===== src/hw/rtl/sle_pkg.sv =====
// Shared field widths and request codes for the sequential list engine.
package sle_pkg;

  localparam int MODE_W = 2;
  localparam int POS_W  = 7;
  localparam int DATA_W = 32;

  typedef enum logic [MODE_W-1:0] {
    MODE_INSERT = 2'd0,
    MODE_DELETE = 2'd1,
    MODE_SEARCH = 2'd2,
    MODE_GET    = 2'd3
  } mode_t;

endpackage


===== src/hw/rtl/sequential_list_engine.sv =====
// Top level of the sequential list engine: sequencer plus entry RAM.
//
// A request is taken when start is high and busy is low; its single result
// beat appears on the result ports with done high for exactly one cycle and
// cannot be held off. Every entry moved or compared goes through the one
// read and one write port of the entry RAM, one entry per cycle, and the
// read port is registered. Insert at position p moves the entries from
// the tail down to p up by one place and then writes the new item, delete
// moves the entries after p down by one place, search compares entries
// from the first and stops at the first hit, get reads one entry, and a
// rejected request answers in the cycle after it is taken. busy stays
// high until the result is issued. The entry RAM needs no clearing after
// reset.
module sequential_list_engine #(
  parameter int CAPACITY = 64
) (
  input  logic                        clk,
  input  logic                        rst,
  input  logic                        start,
  output logic                        busy,
  input  logic [sle_pkg::MODE_W-1:0]  mode,
  input  logic [sle_pkg::POS_W-1:0]   position,
  input  logic signed [sle_pkg::DATA_W-1:0] item_value,
  output logic                        done,
  output logic                        ok,
  output logic [sle_pkg::POS_W-1:0]   found_position,
  output logic signed [sle_pkg::DATA_W-1:0] read_value,
  output logic [sle_pkg::POS_W-1:0]   list_count
);

  localparam int AW = (CAPACITY > 1) ? $clog2(CAPACITY) : 1;
  localparam int CW = $clog2(CAPACITY + 1);

  logic                        mem_we;
  logic [AW-1:0]               mem_waddr;
  logic [sle_pkg::DATA_W-1:0]  mem_wdata;
  logic                        mem_re;
  logic [AW-1:0]               mem_raddr;
  logic [sle_pkg::DATA_W-1:0]  mem_rdata;
  logic [sle_pkg::DATA_W-1:0]  rd_value;

  assign read_value = rd_value;

  sle_seq #(
    .CAPACITY (CAPACITY),
    .AW       (AW),
    .CW       (CW)
  ) u_seq (
    .clk            (clk),
    .rst            (rst),
    .start          (start),
    .mode           (sle_pkg::mode_t'(mode)),
    .position       (position),
    .item_value     (item_value),
    .busy           (busy),
    .done           (done),
    .ok             (ok),
    .found_position (found_position),
    .read_value     (rd_value),
    .list_count     (list_count),
    .mem_we         (mem_we),
    .mem_waddr      (mem_waddr),
    .mem_wdata      (mem_wdata),
    .mem_re         (mem_re),
    .mem_raddr      (mem_raddr),
    .mem_rdata      (mem_rdata)
  );

  sle_ram #(
    .DEPTH  (CAPACITY),
    .AW     (AW),
    .DATA_W (sle_pkg::DATA_W)
  ) u_ram (
    .clk   (clk),
    .we    (mem_we),
    .waddr (mem_waddr),
    .wdata (mem_wdata),
    .re    (mem_re),
    .raddr (mem_raddr),
    .rdata (mem_rdata)
  );

endmodule


===== src/hw/rtl/sle_ram.sv =====
// Entry store: simple dual-port RAM, one write and one registered read per cycle.
module sle_ram #(
  parameter int DEPTH  = 64,
  parameter int AW     = 6,
  parameter int DATA_W = 32
) (
  input  logic              clk,
  input  logic              we,
  input  logic [AW-1:0]     waddr,
  input  logic [DATA_W-1:0] wdata,
  input  logic              re,
  input  logic [AW-1:0]     raddr,
  output logic [DATA_W-1:0] rdata
);

  logic [DATA_W-1:0] mem [DEPTH];

  always_ff @(posedge clk) begin
    if (we) begin
      mem[waddr] <= wdata;
    end
    if (re) begin
      rdata <= mem[raddr];
    end
  end

endmodule


===== src/hw/rtl/sle_seq.sv =====
// Request sequencer: shifts, scans and reads the entry store one entry per cycle.
module sle_seq #(
  parameter int CAPACITY = 64,
  parameter int AW       = 6,
  parameter int CW       = 7
) (
  input  logic                         clk,
  input  logic                         rst,
  input  logic                         start,
  input  sle_pkg::mode_t               mode,
  input  logic [sle_pkg::POS_W-1:0]    position,
  input  logic [sle_pkg::DATA_W-1:0]   item_value,
  output logic                         busy,
  output logic                         done,
  output logic                         ok,
  output logic [sle_pkg::POS_W-1:0]    found_position,
  output logic [sle_pkg::DATA_W-1:0]   read_value,
  output logic [sle_pkg::POS_W-1:0]    list_count,
  output logic                         mem_we,
  output logic [AW-1:0]                mem_waddr,
  output logic [sle_pkg::DATA_W-1:0]   mem_wdata,
  output logic                         mem_re,
  output logic [AW-1:0]                mem_raddr,
  input  logic [sle_pkg::DATA_W-1:0]   mem_rdata
);

  localparam int XW = ((CW > sle_pkg::POS_W) ? CW : sle_pkg::POS_W) + 1;

  typedef enum logic [2:0] {
    S_IDLE,
    S_SHIFT_UP,
    S_SHIFT_DN,
    S_SCAN,
    S_GET
  } state_t;

  state_t                       state;
  logic [CW-1:0]                count;
  logic [AW-1:0]                ptr;
  logic [AW-1:0]                lim;
  logic [AW-1:0]                tgt;
  logic                         iss_on;
  logic                         pvalid;
  logic [AW-1:0]                pidx;
  logic [sle_pkg::DATA_W-1:0]   val;

  logic [XW-1:0] pos_x;
  logic [XW-1:0] cnt_x;
  logic [XW-1:0] cap_x;
  logic [XW-1:0] hit_x;
  logic [AW-1:0] pos_m1;
  logic [AW-1:0] cnt_m1;
  logic          pos_in_list;

  assign pos_x       = XW'(position);
  assign cnt_x       = XW'(count);
  assign cap_x       = XW'(CAPACITY);
  assign hit_x       = XW'(pidx) + XW'(1);
  assign pos_m1      = AW'(pos_x - XW'(1));
  assign cnt_m1      = AW'(cnt_x - XW'(1));
  assign pos_in_list = (pos_x != '0) && (pos_x <= cnt_x);
  assign busy        = (state != S_IDLE);

  always_comb begin
    mem_re    = iss_on;
    mem_raddr = ptr;
    mem_we    = 1'b0;
    mem_waddr = pidx;
    mem_wdata = mem_rdata;
    unique case (state)
      S_SHIFT_UP: begin
        if (pvalid) begin
          mem_we    = 1'b1;
          mem_waddr = pidx + AW'(1);
        end else if (!iss_on) begin
          mem_we    = 1'b1;
          mem_waddr = tgt;
          mem_wdata = val;
        end
      end
      S_SHIFT_DN: begin
        if (pvalid) begin
          mem_we    = 1'b1;
          mem_waddr = pidx - AW'(1);
        end
      end
      S_IDLE, S_SCAN, S_GET: begin
        mem_we = 1'b0;
      end
      default: begin
        mem_we = 1'b0;
      end
    endcase
  end

  always_ff @(posedge clk) begin
    if (rst) begin
      state  <= S_IDLE;
      count  <= '0;
      iss_on <= 1'b0;
      pvalid <= 1'b0;
      done   <= 1'b0;
    end else begin
      done   <= 1'b0;
      pvalid <= iss_on;
      pidx   <= ptr;
      if (iss_on) begin
        if (ptr == lim) begin
          iss_on <= 1'b0;
        end else if (state == S_SHIFT_UP) begin
          ptr <= ptr - AW'(1);
        end else begin
          ptr <= ptr + AW'(1);
        end
      end

      unique case (state)
        S_IDLE: begin
          if (start) begin
            val            <= item_value;
            ok             <= 1'b0;
            found_position <= '0;
            read_value     <= '0;
            list_count     <= sle_pkg::POS_W'(count);
            unique case (mode)
              sle_pkg::MODE_INSERT: begin
                if ((cnt_x < cap_x) && (pos_x != '0) && (pos_x <= cnt_x + XW'(1))) begin
                  state  <= S_SHIFT_UP;
                  tgt    <= pos_m1;
                  lim    <= pos_m1;
                  ptr    <= cnt_m1;
                  iss_on <= (pos_x != cnt_x + XW'(1));
                end else begin
                  done <= 1'b1;
                end
              end
              sle_pkg::MODE_DELETE: begin
                if (pos_in_list) begin
                  state  <= S_SHIFT_DN;
                  ptr    <= AW'(pos_x);
                  lim    <= cnt_m1;
                  iss_on <= (pos_x != cnt_x);
                end else begin
                  done <= 1'b1;
                end
              end
              sle_pkg::MODE_SEARCH: begin
                state  <= S_SCAN;
                ptr    <= '0;
                lim    <= cnt_m1;
                iss_on <= (count != '0);
              end
              sle_pkg::MODE_GET: begin
                if (pos_in_list) begin
                  state  <= S_GET;
                  ptr    <= pos_m1;
                  lim    <= pos_m1;
                  iss_on <= 1'b1;
                end else begin
                  done <= 1'b1;
                end
              end
              default: begin
                done <= 1'b1;
              end
            endcase
          end
        end
        S_SHIFT_UP: begin
          if (!iss_on && !pvalid) begin
            count      <= count + CW'(1);
            list_count <= sle_pkg::POS_W'(count + CW'(1));
            ok         <= 1'b1;
            done       <= 1'b1;
            state      <= S_IDLE;
          end
        end
        S_SHIFT_DN: begin
          if (!iss_on && !pvalid) begin
            count      <= count - CW'(1);
            list_count <= sle_pkg::POS_W'(count - CW'(1));
            ok         <= 1'b1;
            done       <= 1'b1;
            state      <= S_IDLE;
          end
        end
        S_SCAN: begin
          if (pvalid && (mem_rdata == val)) begin
            ok             <= 1'b1;
            found_position <= sle_pkg::POS_W'(hit_x);
            done           <= 1'b1;
            iss_on         <= 1'b0;
            pvalid         <= 1'b0;
            state          <= S_IDLE;
          end else if (!iss_on && !pvalid) begin
            done  <= 1'b1;
            state <= S_IDLE;
          end
        end
        S_GET: begin
          if (pvalid) begin
            ok         <= 1'b1;
            read_value <= mem_rdata;
            done       <= 1'b1;
            state      <= S_IDLE;
          end
        end
        default: begin
          state <= S_IDLE;
        end
      endcase
    end
  end

endmodule

===== config.mk =====
export PLATFORM = sky130hd
export DESIGN_NAME = sequential_list_engine
export DESIGN_NICKNAME = d
export VERILOG_FILES = /design/src/hw/rtl/sle_pkg.sv /design/src/hw/rtl/sequential_list_engine.sv /design/src/hw/rtl/sle_ram.sv /design/src/hw/rtl/sle_seq.sv
export SDC_FILE = /design/constraint.sdc
export NUM_CORES = 2
export LEC_CHECK = 0
export BUFFER_PORTS_ARGS = -buffer_cell sky130_fd_sc_hd__buf_4
export CAP_MARGIN = 20
export CORE_ASPECT_RATIO = 1.4
export CORE_MARGIN = 2
export CORE_UTILIZATION = 53
export DETAILED_ROUTE_END_ITERATION = 7
export PLACE_DENSITY = 0.68
export SKIP_CTS_REPAIR_TIMING = 1
export SLEW_MARGIN = 15
export SYNTH_ARGS = -nofsm -noshare
export SYNTH_HDL_FRONTEND = slang
export SYNTH_HIERARCHICAL = 1
export SYNTH_SLANG_ARGS = --single-unit

===== constraint.sdc =====
create_clock -name clk -period 13.9 [get_ports clk]
set_clock_uncertainty 0.2 [all_clocks]
set_input_delay 0.695 -clock clk [delete_from_list [all_inputs] [get_ports clk]]
set_output_delay 0.695 -clock clk [all_outputs]
set_load 0.005 [all_outputs]

# == Yosys cells after proc, flatten, opt, wreduce, memory -nomap -nowiden ==
# Memories as Yosys holds them, arrays and structs flattened. A register that Yosys moved wholly into a read port is not among the register bits.
# Index checks and enable logic that the tools add are counted.
# word_totals
regBits,116
out_inout_bits,49
in_bits,44
ram_bits,2048
memories,1
# mem_list
name,words,word_bits,rd,rd_ports_with_merged_regs,wr,line_no,text
u_ram.mem,64,32,1,1,1,sle_ram.sv:16,logic [DATA_W-1:0] mem [DEPTH];
# op_classes
eq_ne,23
bitwise,1
magnitude_cmp,3
reduce_logical,28
muxes,69
add_sub_neg,10
# ops
operator,n
2-to-1 mux 32 bit,5
2-to-1 mux 6 bit,14
case mux 32 bit (2 select lines),1
case mux 6 bit (4 select lines),2
2-to-1 mux 7 bit,5
== test 32 bit,1
case mux 7 bit (2 select lines),2
case mux 3 bit (4 select lines),2
subtractor 6 x 1 -> 6 bit (second input constant),4
2-to-1 mux 1 bit,23
2-to-1 mux 3 bit,7
case mux 7 bit (3 select lines),1
AND reduction 5 bit,3
inequality test 2 x 1 -> 1 bit (second input constant),7
adder 6 x 1 -> 6 bit (second input constant),2
case mux 1 bit (4 select lines),3
case mux 6 bit (2 select lines),1
AND reduction 6 bit,2
inequality test 3 x 2 -> 1 bit (second input constant),3
adder 7 x 1 -> 8 bit (second input constant),1
less-or-equal comparator 7 x 8 -> 1 bit,1
inequality test 7 x 8 -> 1 bit,1
AND reduction 4 bit,2
nonzero test 8 bit,1
other kinds (25),40

# == Longest topological paths before layout ==
# logic_depth
word_depth,8
ltp_mapped,13
ltp_nobuf,11

# == Hierarchy ==
# The synthesis kept the hierarchy.
# modules_own_cells
mod,n_inst,seq_area_each_um2,cells_per_inst,area_per_inst_um2
sle_ram,1,62459.9,3511,79359.9
sle_seq,1,3353.2,609,6761.5

# == Least setup slack after synthesis ==
# Ideal clock, no wire load.
# synth_path
path_kind,flip-flop to flip-flop
start,register u_seq.iss_on (netlist: u_seq/mem_re)
end,memory u_ram.mem[28][0] (enable)
setup_time_ns,0.421
stages_incl_launch_ff,11
synth_period_minus_slack_ns,5.031
required_ns,13.279
arrival_time_ns,4.410
slack_ns,8.869
path_cell_list,dfxtp_1 buf_1 a211oi_1 a211oi_1 a31oi_1 o21ai_0 clkbuf_1 or3b_2 or2_2 clkbuf_1 nor2_1
# synth_between
elab_cells_between_ends,8
cone_classes,mux: 8
# synth_lines
item,line_no,text
"start, declared",sle_seq.sv:42,logic iss_on;
"start signal, assigned",sle_seq.sv:132,iss_on <= (pos_x != cnt_x + XW'(1));
"start signal, assigned",sle_seq.sv:142,iss_on <= (pos_x != cnt_x);
"start signal, assigned",sle_seq.sv:151,iss_on <= (count != '0);
2-to-1 mux 6 bit,sle_seq.sv:75,end else if (!iss_on) begin
2-to-1 mux 6 bit,sle_seq.sv:72,if (pvalid) begin
case mux 6 bit (2 select lines),sle_seq.sv:70,unique case (state)
net mem_waddr[2],sequential_list_engine.sv:35,logic [AW-1:0] mem_waddr;
"end, declared",sle_ram.sv:16,
# The timed path passes the listed nets, and every way through them passes these cells.

# == Worst setup path in the final report ==
# layout_path
start,register u_seq.state[0]
end,memory u_ram.mem[1][21] (enable)
# layout_between
elab_chain_len,4
elab_cells_between_ends,6
cone_classes,eq/ne: 2; mux: 4
# layout_lines
item,line_no,text
"start, declared",sle_seq.sv:37,state_t state;
"start signal, assigned",sle_seq.sv:98,state <= S_IDLE;
"start signal, assigned",sle_seq.sv:128,state <= S_SHIFT_UP;
"start signal, assigned",sle_seq.sv:139,state <= S_SHIFT_DN;
== test 3 x 2 -> 1 bit / == test 3 x 1 -> 1 bit (equally long branches),sle_seq.sv:70,
case mux 1 bit (2 select lines) (*),sle_seq.sv:70,
net mem_we,sequential_list_engine.sv:34,logic mem_we;
2-to-1 mux 1 bit (*),sle_ram.sv:19,if (we) begin
2-to-1 mux 1 bit (implied by the code) (*),sle_ram.sv:20,mem[waddr] <= wdata;
# Mark *: on every way through the listed nets, which the timed path passes. The rest lies on a longest branch.

==> summary.txt <==
Outcome
  • Run status: complete, no violations

Critical path
  • CP arrival: 6450 ps
  • Required time of the critical path: between 10000 and 15000 ps
  • Max FO, Critical Path: 32
  • R2r worst-path depth: 10
  • Worst Setup End Kind: flop
  • Flop-to-flop setup slack: 7690 ps
  • Critical setup path kind: flop to flop
  • Setup crit start kind: flop
  • Reg2reg end: u_ram/mem[1][21]$_DFFE_PP_
  • R2r startpoint: u_seq/state[0]$_SDFFE_PP0P_

Route
  • Initial detailed-routing violation count: 5320
  • Final wirelength: 218400 um
  • Via density: ~6.5
  • Via count: between 40000 and 50000
  • Routed Antenna Nets: 0
  • Routed WL per cell: 33.05 um
  • Drt first pass iters: 7
  • Residual DRC: 0

Pwr
  • NetSw: 3772 uW
  • Internal: around 11000 uW
  • Leak Pwr: 0.03044 uW
  • VDD IR max: 0.0001389 V
  • Clock power share: 0.354
  • Pwr Density: 154.9 mW/mm^2
  • Combinational power share: 0.140
  • Seq pwr share: 0.505
  • Switching Share: 0.2530

Synth
  • Sequential share of the synthesized area: 0.7642
  • Fraction of the mapped netlist area in compound gates: 0.03955
  • Syn nets: 4194
  • Synth top area cells: edfxtp_1 76%, mux4_2 12%, mux2i_1 2.3%, a22oi_1 1.1%, nor2_1 0.58%
  • Post-synth design cell area: 0.08612 sq mm
  • Mux cell area share after synthesis: 0.1437
  • Simple-Gate Fraction of Synth Area: 0.02393
  • Yosys top cell area share: 0.7612
  • Biggest area consumer among synthesized cells: edfxtp_1
  • Fraction of registers with async set/reset: 0
  • Post-synthesis sequential element count: 2196
  • Post-synth top flop: edfxtp_1
  • Adder-Cell Fraction of Synth Area: 0.004446
  • Post-synth cell types: 80
  • Post-Synth XOR/XNOR Area: 0.006465
  • Syn Inst Count: between 4000 and 5000
  • Yosys warns: 6
  • Main combinational cell family by area after synthesis: multiplexers
  • Post-Syn Area per Cell: 20.90 sq um
  • Number of synthesized flops with an enable pin: around 2200

Final layout
  • Commonest non-fill, non-tap cell in the layout: edfxtp_1
  • Most frequent cells in the layout: 2183 x edfxtp_1, 446 x mux4_2, 198 x buf_4, 196 x mux2i_1, 195 x clkbuf_16
  • # nets final: 4393
  • Final core occ: 0.5949
  • Layout cells sized above 1: 0.2372
  • Synth-to-layout area growth: 11.77%
  • Post-route cell area: 0.09626 sq mm
  • Finished Layout Cells: 6609

STA
  • Max Freq: 160.9 MHz
  • Final Setup Violations: 0
  • Worst slew margin: 0.2523
  • Period utilisation layout: 0.4471
  • Post-route setup TNS: 0 ps
  • Setup ws final: 7685 ps
  • RSZ-0062 raised after global routing: false
  • Final Hold Vio Count: 0
  • Worst-Margin Slew: 1119 ps
  • Max-slew violations: 0
  • Min Clock Period, post-route: 6215 ps

Die
  • Total I/O pin count: 93
  • Die W: around 340 um
  • Core ar.: 0.1618 sq mm
  • Die Height: 481.0 um
  • Starting Density: 0.5322
  • Area of the die: 0.1658 sq mm
  • Floorplan row count: 175

Placed design
  • Place WS: 7830 ps
  • Port bufs: 92
  • Placer's final routability congestion estimate: 0.8904
  • Post-DP HPWL: 130800 um
  • Placed Cells incl. Taps: 6211
  • Cell Area, Placed: 0.08959 sq mm

Min path
  • Hold Crit Start: rst
  • Worst min path class: primary input to flop
  • Hold Crit Endpoint: u_seq/count[2]$_SDFFE_PP0P_
  • Worst hold stages: 2

Clocking
  • TritonCTS Buffers: 191
  • Reg clk slew, reported paths: 70 ps
  • CTS H-tree depth: 4
  • TritonCTS clock tree: done
  • CTS Root Cell: clkbuf_16
  • # clock sinks: 2196
  • Max Root-Sink Buffers: 3
  • Worst skew pair latency: 840 ps

Run
  • Max Cap Violations: 0

Global route
  • First-pass GRT wire length: 310200 um
  • Vias in the first global route: 42300
  • Remaining global-route overflow: 0
  • Largest net degree at the start of global routing: 114
  • Antenna violations before repair: 5
  • Tot GR Track Use: 0.2659
==> cell type report <==
class / instances / area, sq um
antenna: 3 / 7.507
inverter: 29 / 108.9
clock inverter: 125 / 1159
sequential: 2196 / 65810
multi-input combinational: 1656 / 19350
fill: 11180 / 65560
tap: 2124 / 2658
clock buffer: 231 / 5045
timing repair buffer: 245 / 2113
==> through the flow <==
stage	total power, uW	hold WS [ps]
finish	14910	32.62
floorplan	8964	294.3
CTS	14980	-219.8
global placement	9729	350.4
detailed placement	9756	365.8
global route	15320	9.865
==> worst max-delay path by stage <==
stage / start / end / cells past startpoint
6_report: u_seq/state[0]$_SDFFE_PP0P_ / u_ram/mem[1][21]$_DFFE_PP_ / 10
5_1_grt: u_seq/state[0]$_SDFFE_PP0P_ / u_ram/mem[1][21]$_DFFE_PP_ / 10
4_1_cts: u_seq/state[0]$_SDFFE_PP0P_ / u_ram/mem[57][8]$_DFFE_PP_ / 10
3_5_place_dp: u_seq/state[0]$_SDFFE_PP0P_ / u_ram/mem[57][2]$_DFFE_PP_ / 10
3_3_place_gp: u_seq/state[0]$_SDFFE_PP0P_ / u_ram/mem[1][21]$_DFFE_PP_ / 10
2_1_floorplan: u_seq/mem_re$_SDFF_PP0_ / u_ram/mem[28][0]$_DFFE_PP_ / 10
==> Yosys cell counts (13+ instances only) <==
cell      count
xnor2_1      47
mux4_2      446
buf_6        31
ha_1         29
o211ai_1     21
o21ai_0      45
nand4_1      13
o221ai_1     18
buf_4        29
mux2i_1     196
nand2_1      55
edfxtp_1   2183
nor2b_1      21
mux2_2       23
a22oi_1     131
clkbuf_1    102
inv_1        27
dfxtp_1      13
nor3_1       23
nor2_1      133
o22ai_1      46
and3_1       43
a31oi_1      27
nand3_1      61
a211oi_1     28
buf_2        56
a21oi_1      60
xor2_1       14
==> layer usage <==
layer | part of all wire | vias up | GRT usage
met1 | 0.37 | 22740 | 0.3551
met4 | 0.047 | 2 | 0.1095
met5 | 0.000060 | - | 0
li1 | - | 17650 | -
met2 | 0.50 | 2156 | 0.4376
met3 | 0.082 | 358 | 0.04435
==> power by group through the flow <==
| stage | registers (uW) | logic (uW) | clock network (uW) |
|---|---|---|---|
| finish | 7530 | 2100 | 5280 |
| global route | 7530 | 2190 | 5600 |
| CTS | 7530 | 2090 | 5360 |
| detailed placement | 7680 | 2080 | 0 |
| global placement | 7670 | 2050 | 0 |
| floorplan | 7650 | 1310 | 0 |
==> flip-flops by register name, summed over array words and instances (netlist names), 7 cells and up <==
signal,cells
u_ram/mem,2048
u_ram/rdata,32
u_seq/read_value,32
u_seq/val,32
u_seq/count,7
u_seq/found_position,7
u_seq/list_count,7
==> worst max-delay path, cell delays in order, from the launching register on <==
cell and delay [ps]:
dfxtp_1 620, inv_1 150, or3_1 650, inv_2 290
nor2_1 210, o22ai_1 880, nor2_1 80, a311oi_1 580
buf_4 280, nand3_1 700, nor2_4 1140
==> logic make-up after synthesis <==
family                   Yosys count
AO/OA/AOI/OAI                    477
AND/OR/NAND/NOR                  412
multiplexers                     675
flip-flops                      2196
adder cells (fa/ha/maj)           30
buffers and inverters            268
XOR/XNOR                          62
Note: power is estimated with default switching activity, not from simulation.
